===== config.mk =====
export PLATFORM = sky130hd
export DESIGN_NAME = console_line_editor_top
export DESIGN_NICKNAME = d
export VERILOG_FILES = /design/src/hdl/cle_pkg.sv /design/src/hdl/console_line_editor_top.sv
export SDC_FILE = /design/constraint.sdc
export NUM_CORES = 1
export LEC_CHECK = 0
export ABC_AREA = 1
export BUFFER_PORTS_ARGS = -buffer_cell sky130_fd_sc_hd__buf_2
export CELL_PAD_IN_SITES_DETAIL_PLACEMENT = 0
export CELL_PAD_IN_SITES_GLOBAL_PLACEMENT = 1
export CORE_ASPECT_RATIO = 1.4
export CORE_MARGIN = 2
export CORE_UTILIZATION = 35
export CTS_CLUSTER_SIZE = 30
export DETAILED_ROUTE_END_ITERATION = 10
export HOLD_SLACK_MARGIN = 0.1
export PLACE_DENSITY = 0.59
export SETUP_SLACK_MARGIN = 0.1
export SYNTH_ARGS = -nofsm -noshare
export SYNTH_HDL_FRONTEND = slang
export SYNTH_SLANG_ARGS = --single-unit

===== constraint.sdc =====
create_clock -name clk -period 3.1 [get_ports clk]
set_input_delay 0.31 -clock clk [delete_from_list [all_inputs] [get_ports clk]]
set_output_delay 0.31 -clock clk [all_outputs]
set_load 0.02 [all_outputs]

===== src/hdl/cle_pkg.sv =====
// Shared types and constants of the console line editor.
`timescale 1ns / 1ps

package cle_pkg;

    localparam int LINE_MAX  = 32;
    localparam int ADDR_W    = $clog2(LINE_MAX);
    localparam int FILL_W    = 6;
    localparam int BYTE_W    = 8;
    localparam int ECHO_MAX  = 3;
    localparam int ECHO_CW   = $clog2(ECHO_MAX + 1);

    localparam logic [BYTE_W-1:0] CH_BS       = 8'h08;
    localparam logic [BYTE_W-1:0] CH_LF       = 8'h0a;
    localparam logic [BYTE_W-1:0] CH_CR       = 8'h0d;
    localparam logic [BYTE_W-1:0] CH_SP       = 8'h20;
    localparam logic [BYTE_W-1:0] CH_TILDE    = 8'h7e;
    localparam logic [BYTE_W-1:0] CH_DEL      = 8'h7f;
    localparam logic [BYTE_W-1:0] CH_NUL      = 8'h00;

    localparam logic [FILL_W-1:0] MAX_CHARS_RESET = FILL_W'(LINE_MAX);
    localparam logic [FILL_W-1:0] LINE_MAX_FILL   = FILL_W'(LINE_MAX);

    typedef enum logic [1:0] {
        KIND_ECHO = 2'd0,
        KIND_LINE = 2'd1,
        KIND_END  = 2'd2
    } kind_t;

    typedef struct packed {
        logic [BYTE_W-1:0] rx_byte;
        logic              end_of_input;
    } in_item_t;

    typedef struct packed {
        kind_t             out_kind;
        logic [BYTE_W-1:0] out_byte;
        logic              closed_by_eof;
        logic              last_flag;
    } out_item_t;

endpackage


===== src/hdl/console_line_editor_top.sv =====
// Console line editor: line store, echo and line-close sequencer.
//
// Each request is taken only while the sequencer is idle; the results it causes
// leave one per cycle through an output register unless the result channel
// stalls. A printable byte or an erase is accepted and echoed; a line close by
// CR or LF is accepted, then sends two echo bytes, each stored character and
// the line-end record; an end of input skips the echo. The line store is a
// 32 x 8 synchronous memory read one address per cycle, and the line bytes
// stream from it one per cycle unless stalled. No clearing pass follows reset.
`timescale 1ns / 1ps

module console_line_editor_top (
    input  logic               clk,
    input  logic               rst_n,
    input  logic               in_valid,
    output logic               in_stall,
    input  cle_pkg::in_item_t  in_data,
    output logic               out_valid,
    input  logic               out_stall,
    output cle_pkg::out_item_t out_data,
    input  logic               cfg_valid,
    output logic               cfg_ready,
    input  logic [5:0]         cfg_data
);
    import cle_pkg::*;

    typedef enum logic [3:0] {
        S_IDLE = 4'b0001,
        S_ECHO = 4'b0010,
        S_LINE = 4'b0100,
        S_END  = 4'b1000
    } state_t;

    state_t                       state_reg, state_next;
    logic [FILL_W-1:0]            fill_count_reg, fill_count_next;
    logic [FILL_W-1:0]            max_chars_reg;
    logic [FILL_W-1:0]            idx_reg, idx_next;
    logic [ECHO_MAX-1:0][BYTE_W-1:0] echo_buf_reg, echo_buf_next;
    logic [ECHO_CW-1:0]           echo_left_reg, echo_left_next;
    logic                         close_pending_reg, close_pending_next;
    logic                         eof_flag_reg, eof_flag_next;
    logic                         out_valid_reg, out_valid_next;
    out_item_t                    out_item_reg, out_item_next;

    logic [BYTE_W-1:0]            line_store [LINE_MAX];
    logic [BYTE_W-1:0]            rd_data_reg;
    logic [ADDR_W-1:0]            rd_addr;
    logic                         wr_en;
    logic [ADDR_W-1:0]            wr_addr;
    logic [BYTE_W-1:0]            wr_data;

    logic                         accept;
    logic                         slot_free;
    logic [FILL_W-1:0]            limit;
    logic [BYTE_W-1:0]            c;
    logic [FILL_W-1:0]            idx_inc;
    state_t                       close_state;

    assign in_stall  = (state_reg != S_IDLE);
    assign accept    = in_valid && !in_stall;
    assign slot_free = !out_valid_reg || !out_stall;
    assign cfg_ready = 1'b1;
    assign out_valid = out_valid_reg;
    assign out_data  = out_item_reg;

    assign limit       = (max_chars_reg < LINE_MAX_FILL) ? max_chars_reg : LINE_MAX_FILL;
    assign c           = in_data.rx_byte;
    assign idx_inc     = idx_reg + FILL_W'(1);
    assign close_state = (fill_count_reg == '0) ? S_END : S_LINE;

    always_comb
    begin
        state_next         = state_reg;
        fill_count_next    = fill_count_reg;
        idx_next           = idx_reg;
        echo_buf_next      = echo_buf_reg;
        echo_left_next     = echo_left_reg;
        close_pending_next = close_pending_reg;
        eof_flag_next      = eof_flag_reg;
        out_valid_next     = out_valid_reg && out_stall;
        out_item_next      = out_item_reg;
        wr_en              = 1'b0;
        wr_addr            = fill_count_reg[ADDR_W-1:0];
        wr_data            = c;
        rd_addr            = idx_reg[ADDR_W-1:0];

        unique case (state_reg)
            S_IDLE:
            begin
                if (accept)
                begin
                    priority if (in_data.end_of_input)
                    begin
                        eof_flag_next = 1'b1;
                        idx_next      = '0;
                        state_next    = close_state;
                    end
                    else if (c == CH_CR || c == CH_LF)
                    begin
                        echo_buf_next      = {CH_NUL, CH_LF, CH_CR};
                        echo_left_next     = ECHO_CW'(2);
                        close_pending_next = 1'b1;
                        eof_flag_next      = 1'b0;
                        state_next         = S_ECHO;
                    end
                    else if (c == CH_BS || c == CH_DEL)
                    begin
                        if (fill_count_reg != '0)
                        begin
                            fill_count_next    = fill_count_reg - FILL_W'(1);
                            echo_buf_next      = {CH_BS, CH_SP, CH_BS};
                            echo_left_next     = ECHO_CW'(3);
                            close_pending_next = 1'b0;
                            state_next         = S_ECHO;
                        end
                    end
                    else if (c >= CH_SP && c < CH_TILDE)
                    begin
                        if (fill_count_reg < limit)
                        begin
                            wr_en              = 1'b1;
                            fill_count_next    = fill_count_reg + FILL_W'(1);
                            echo_buf_next      = {CH_NUL, CH_NUL, c};
                            echo_left_next     = ECHO_CW'(1);
                            close_pending_next = 1'b0;
                            state_next         = S_ECHO;
                        end
                    end
                    else
                    begin
                        state_next = S_IDLE;
                    end
                end
            end
            S_ECHO:
            begin
                if (slot_free)
                begin
                    out_valid_next              = 1'b1;
                    out_item_next.out_kind      = KIND_ECHO;
                    out_item_next.out_byte      = echo_buf_reg[0];
                    out_item_next.closed_by_eof = 1'b0;
                    out_item_next.last_flag     = (echo_left_reg == ECHO_CW'(1))
                                                  && !close_pending_reg;
                    echo_buf_next  = {CH_NUL, echo_buf_reg[2], echo_buf_reg[1]};
                    echo_left_next = echo_left_reg - ECHO_CW'(1);
                    if (echo_left_reg == ECHO_CW'(1))
                    begin
                        idx_next   = '0;
                        state_next = close_pending_reg ? close_state : S_IDLE;
                    end
                end
            end
            S_LINE:
            begin
                if (slot_free)
                begin
                    out_valid_next              = 1'b1;
                    out_item_next.out_kind      = KIND_LINE;
                    out_item_next.out_byte      = rd_data_reg;
                    out_item_next.closed_by_eof = 1'b0;
                    out_item_next.last_flag     = 1'b0;
                    idx_next = idx_inc;
                    rd_addr  = idx_inc[ADDR_W-1:0];
                    if (idx_inc == fill_count_reg)
                    begin
                        state_next = S_END;
                    end
                end
            end
            S_END:
            begin
                if (slot_free)
                begin
                    out_valid_next              = 1'b1;
                    out_item_next.out_kind      = KIND_END;
                    out_item_next.out_byte      = BYTE_W'(fill_count_reg);
                    out_item_next.closed_by_eof = eof_flag_reg;
                    out_item_next.last_flag     = 1'b1;
                    fill_count_next = '0;
                    idx_next        = '0;
                    state_next      = S_IDLE;
                end
            end
            default:
            begin
                state_next = S_IDLE;
            end
        endcase
    end

    always_ff @(posedge clk)
    begin
        if (wr_en)
        begin
            line_store[wr_addr] <= wr_data;
        end
        rd_data_reg <= line_store[rd_addr];
    end

    always_ff @(posedge clk or negedge rst_n)
    begin
        if (!rst_n)
        begin
            state_reg         <= S_IDLE;
            fill_count_reg    <= '0;
            max_chars_reg     <= MAX_CHARS_RESET;
            idx_reg           <= '0;
            echo_left_reg     <= '0;
            close_pending_reg <= 1'b0;
            eof_flag_reg      <= 1'b0;
            out_valid_reg     <= 1'b0;
        end
        else
        begin
            state_reg         <= state_next;
            fill_count_reg    <= fill_count_next;
            idx_reg           <= idx_next;
            echo_left_reg     <= echo_left_next;
            close_pending_reg <= close_pending_next;
            eof_flag_reg      <= eof_flag_next;
            out_valid_reg     <= out_valid_next;
            if (cfg_valid && cfg_ready)
            begin
                max_chars_reg <= cfg_data;
            end
        end
    end

    always_ff @(posedge clk)
    begin
        echo_buf_reg <= echo_buf_next;
        out_item_reg <= out_item_next;
    end

    a_fill_bound: assert property (@(posedge clk) disable iff (!rst_n)
        fill_count_reg <= LINE_MAX_FILL)
        else $error("line fill count beyond store depth");

    a_line_index: assert property (@(posedge clk) disable iff (!rst_n)
        (state_reg == S_LINE) |-> (idx_reg < fill_count_reg))
        else $error("line read index past fill count");

    a_end_clears: assert property (@(posedge clk) disable iff (!rst_n)
        (state_reg == S_END) && slot_free |=> (fill_count_reg == '0) && out_valid_reg
                                              && out_item_reg.last_flag)
        else $error("line end did not clear the line");

endmodule


### Word level (Yosys, flattened, before mapping)

Memory sizes are Yosys's and may differ from the RTL's. A register that Yosys moved wholly into a read port is not among the register bits.
Index checks and enable logic that the tools add are counted.

| operators by class | value |
|---|---|
| add/subtract/negate cells | 4 |
| magnitude comparators | 4 |
| equal/unequal tests | 29 |
| multiplexer cells | 73 |
| bitwise operators | 1 |
| reduce and logical (&&, ||, !) cells | 28 |

Operators with widths:

| kind | number |
|---|---|
| $mux 24 | 8 |
| $mux 6 | 14 |
| $mux 4 | 14 |
| $pmux 24 s2 | 1 |
| $mux 12 | 3 |
| $pmux 12 s3 | 1 |
| $eq 8x4->1 const B | 3 |
| $pmux 6 s4 | 1 |
| $mux 1 | 18 |
| $ne 2x2->1 const B | 9 |
| $mux 2 | 8 |
| $pmux 4 s4 | 1 |
| $reduce_and 8->1 | 2 |
| $reduce_and 7->1 | 2 |
| $add 6x1->6 const B | 2 |
| $ne 4x4->1 const B | 3 |
| $pmux 6 s2 | 1 |
| $mux 5 | 2 |
| $ne 3x3->1 const B | 3 |
| $reduce_bool 3->1 | 3 |
| $eq 8x7->1 const B | 1 |
| $ge 8x6->1 const B | 1 |
| $lt 8x7->1 const B | 1 |
| $eq 6x6->1 | 1 |
| other kinds (26) | 36 |

| storage, ports and cells | value |
|---|---|
| register bits after elaboration | 63 |
| memory bits (writable) | 256 |
| bits of input ports | 20 |
| output and inout bits | 15 |
| logic and storage cells | 155 |
| memories kept | 1 |

Memory list:

| memory | depth | bits a word | rd ports | clocked after Yosys merged registers in | write ports | RTL line | RTL |
|---|---|---|---|---|---|---|---|
| line_store | 32 | 8 | 1 | 1 | 1 | console_line_editor_top.sv:45 | `logic [BYTE_W-1:0] line_store [LINE_MAX];` |

### Logic depth before layout (Yosys ltp)

| depth | value |
|---|---|
| depth in word-level cells | 12 |
| gate-level depth with buffers | 15 |
| depth with buffers taken out | 15 |

### Least setup slack after synthesis

No wires, ideal clock.

| timing | value |
|---|---|
| kind | register to register |
| start point | register max_chars_reg[5] |
| end point | memory line_store[0][0], enable pin |
| setup time | 0.370 ns |
| arrival time | 2.138 ns |
| required time | 2.730 ns |
| path slack | 0.592 ns |
| stages on the path, launching flop included | 13 |
| buffers on the path | 0 |
| clock period less this slack | 2.508 ns |
| cell sequence | dfstp_2 -> inv_1 -> nand2_1 -> ha_1 -> a21oi_1 -> nor2_1 -> nor3_1 -> nand2_1 -> nor2_1 -> nand4_1 -> nor2_1 -> nand2_1 -> nor2_1 |

| on the way | value |
|---|---|
| cells in the longest elaborated chain, start to end | 12 |

Ends and longest elaborated chain:

| item | RTL line | RTL |
|---|---|---|
| start: declaration | console_line_editor_top.sv:36 | `logic [FILL_W-1:0] max_chars_reg;` |
| start signal: assignment | console_line_editor_top.sv:225 | `max_chars_reg <= cfg_data;` |
| $lt 6x6->1 | console_line_editor_top.sv:66 | `assign limit = (max_chars_reg < LINE_MAX_FILL) ? max_chars_reg : LINE_MAX_FILL;` |
| $mux 6 (*) | console_line_editor_top.sv:66 |  |
| $lt 6x6->1 (*) | console_line_editor_top.sv:119 | `if (fill_count_reg < limit)` |
| $mux 1 (*) | console_line_editor_top.sv:119 |  |
| $mux 1 (*) | console_line_editor_top.sv:117 | `else if (c >= CH_SP && c < CH_TILDE)` |
| $mux 1 (*) | console_line_editor_top.sv:106 | `else if (c == CH_BS \|\| c == CH_DEL)` |
| $mux 1 (*) | console_line_editor_top.sv:98 | `else if (c == CH_CR \|\| c == CH_LF)` |
| $mux 1 (*) | console_line_editor_top.sv:92 | `priority if (in_data.end_of_input)` |
| $mux 1 (*) | console_line_editor_top.sv:90 | `if (accept)` |
| $mux 1 (*) | console_line_editor_top.sv:87 | `unique case (state_reg)` |
| $mux 1 (*) | console_line_editor_top.sv:194 | `if (wr_en)` |
| $mux 1 (implied by the code) (*) | console_line_editor_top.sv:196 | `line_store[wr_addr] <= wr_data;` |
| end: declaration | console_line_editor_top.sv:45 |  |

Mark *: on every way between the ends. The rest lies on a longest branch, timed or not.

### Final worst setup path

| timing | value |
|---|---|
| start point | register max_chars_reg[5] |
| end point | memory line_store[26][7], enable pin |

Same word-level chain as after synthesis.

==> metrics <==
status=complete, no violations; Global Route Usage Sum=0.2066; Max-slew headroom=0.4222; kind of critical path=flip-flop to flip-flop; Crit-path slowest cell=dfstp_2; max-cap violations=0; fraction of layout cells with a size suffix above 1=0.1186; clock root buffer=clkbuf_16; fmax=369.5 MHz; syn nets=1496; Antenna Nets Post-Route=0; GPL Wtd Cong=0.8542; Yosys cell types=39; RSZ-0062 raised after global routing=no; Period Utilization, post-route=0.8731; Clock Tree Buf Depth=3; sequential area share after synthesis=0.6380; slowest cell delay on critical path=0.51 ns; Reg2Reg Depth=14; CP arrival=2.99 ns; Worst-Skew Late Latency=0.58 ns; leakage dissipation=7.078 nW; First-pass DRT Iterations=5; PortBufs=33; internal reg-to-reg setup slack=0.39 ns; P per Cell Area=802.7 mW/mm2; setup_tns=0 ns; vias=10399; crit path launch type=flip-flop; Max VDD drop=0.4164 mV; Setup WS post-layout=0.3933 ns; commonest non-fill, non-tap cells in the layout=387 x nand2_1, 301 x nand3_1, 279 x edfxtp_1; Die H=244.4 um; Clock Sinks=314; Post-synth EDFFs=279; initial core utilization=0.3527; Reg2Reg Capture Point=line_store[26][7]; Top-Level Pins=35; total power=13.52 mW; first-pass GRT wire length=65450 um; Via-to-Cell Ratio=4.912; placed wire-length estimate=29370 um; Critical Path RT=3.38 ns; synthesized area=0.01445 mm2; row count=88; max-slew violations=0; Final setup violation count=0; core area=0.04096 mm2; largest net degree at the start of global routing=65; Main synth FF type=edfxtp_1; Final Hold Fails=0; worst-margin pin slew=0.8601 ns; number of CTS-inserted buffers=31; max reg flops=256; Synth Register Bits=314; Synthesis Warnings=0; DRT Wirelength=43900 um; DR DRC count=0; GR Overflow Total=0; initial antenna violation count=0; vias in the first global route=10785; H-tree depth=1; Die W=175.7 um; drt wl/cell=20.73 um; hold_ws=0.1879 ns; pre-CTS WS=0.03726 ns; most common cell after layout, fill and taps aside=nand2_1; CTS tree=done; nets=1585; Die ar.=0.04294 mm2; cell chain of the critical path=inv_1 > nand2_1 > ha_1 > a21oi_1 > nor2_1 > nor3_2 > nand2_1 > nor2_1 > nand4_1 > buf_4 > nor2_2 > nand2_1 > nor2_1 > buf_4; Syn Area/Cell=9.867 um2; skew final=0.02011 ns; nature of the critical path endpoint=flip-flop; Tmin final=2.707 ns; Reg clk slew, reported paths=0.06 ns; asr flop ratio synth=0.08599; Post-Syn Instances=1464; Critical Path Fanout Max=8; DRT iter0 DRCs=634; area growth from synthesis to layout=16.58%; Critical R2R Launch=max_chars_reg[5]; crit path to=line_store[26][7]; crit path launch=max_chars_reg[5]; Hold/Removal Path Class=input port to flip-flop; # diodes=0
final cells by class:
| type | count | area, um2 |
|---|---|---|
| Fill cell | 4042 | 24120 |
| Sequential cell | 314 | 9216 |
| Multi-Input combinational cell | 898 | 4245 |
| Timing Repair Buffer | 124 | 975.9 |
| Clock buffer | 34 | 787.0 |
| Inverter | 184 | 690.7 |
| Tap cell | 540 | 675.6 |
| Clock inverter | 23 | 249.0 |
cells by family after synthesis:
family / after synthesis / synth area share
muxes: 5 / 0.003898
and+or+nand+nor: 824 / 0.2525
buffers and inverters: 252 / 0.07068
AOI/OAI and AO/OA: 53 / 0.02191
other: 1 / 0.0002596
xor gates and xnor gates: 3 / 0.001819
DFF: 314 / 0.6380
adders and majority gates: 12 / 0.01091
cells in the mapped netlist (3+ instances only):
master      n  area (um2)
nand2_1   392        1471
buf_2      54       270.3
or2_2       3       18.77
nand2_2     5       31.28
nor3_1      6       30.03
o21ai_0    19       95.09
nor2_1     77       289.0
xor2_1      3       26.28
dfrtp_1    25       625.6
edfxtp_1  279        8378
a21oi_1     8       40.04
inv_1     179       671.9
o211ai_1    7       52.55
nand3b_1   33       247.7
clkbuf_1   11       41.29
mux2_2      5       56.30
nand3_1   301        1506
dfxtp_1     8       160.2
o21ai_1     5       25.02
inv_2       5       18.77
ha_1       11       137.6
nand4_1     4       25.02
o22ai_1     4       25.02
per-stage QoR:
stage / instances / instance area, um2 / utilization
4_1_cts: 2117 / 16830 / 0.4109
2_1_floorplan: 1464 / 14450 / -
3_5_place_dp: 2043 / 15620 / 0.3814
6_report: 2117 / 16840 / 0.4111
3_3_place_gp: 2043 / 15620 / 0.3814
5_1_grt: 2117 / 16840 / 0.4111
repair_timing:
action,CTS,global route
setup buffers,1,0
resized for setup,2,3
pin swaps,0,0
endpoints found under the hold margin,32,0
endpoints found under the setup margin,88,103
hold buffers,16,0
cloned,0,0
critical path, delay by kind of cell (launching register included):
family	cells	cell delay (ns)
buffers and inverters	3	0.48
adder cells (fa/ha/maj)	1	0.23
AND/OR/NAND/NOR	9	1.03
AO/OA/AOI/OAI	1	0.15
flip-flops	1	0.51
power breakdown:
part           leakage, nW  total (mW)  internal [mW]  switching, mW
sequential            2.92        5.10           4.93          0.170
combinational         3.66        4.58           1.41           3.17
clock                0.498        3.83           2.24           1.59
routing by layer:
metal / vias to the layer above / global-route usage / wire (um)
met5: - / 0 / 0
met4: 0 / 0.1113 / 2443
met3: 93 / 0.02565 / 1608
met2: 242 / 0.3833 / 23000
met1: 4988 / 0.2276 / 16840
li1: 5076 / - / -
how the worst min path moves through the flow:
stage / startpoint / endpoint / slack, ns / cells after the start
floorplan: rst_n / close_pending_reg / 0.01 / 0
detailed placement: rst_n / eof_flag_reg / 0.39 / 1
global route: in_data[4] / line_store[1][3] / 0.15 / 1
CTS: in_data[4] / line_store[1][3] / 0.16 / 1
global placement: rst_n / eof_flag_reg / 0.39 / 1
finish: in_data[0] / close_pending_reg / 0.19 / 4
No activity file was read; power rests on OpenSTA's default activity.
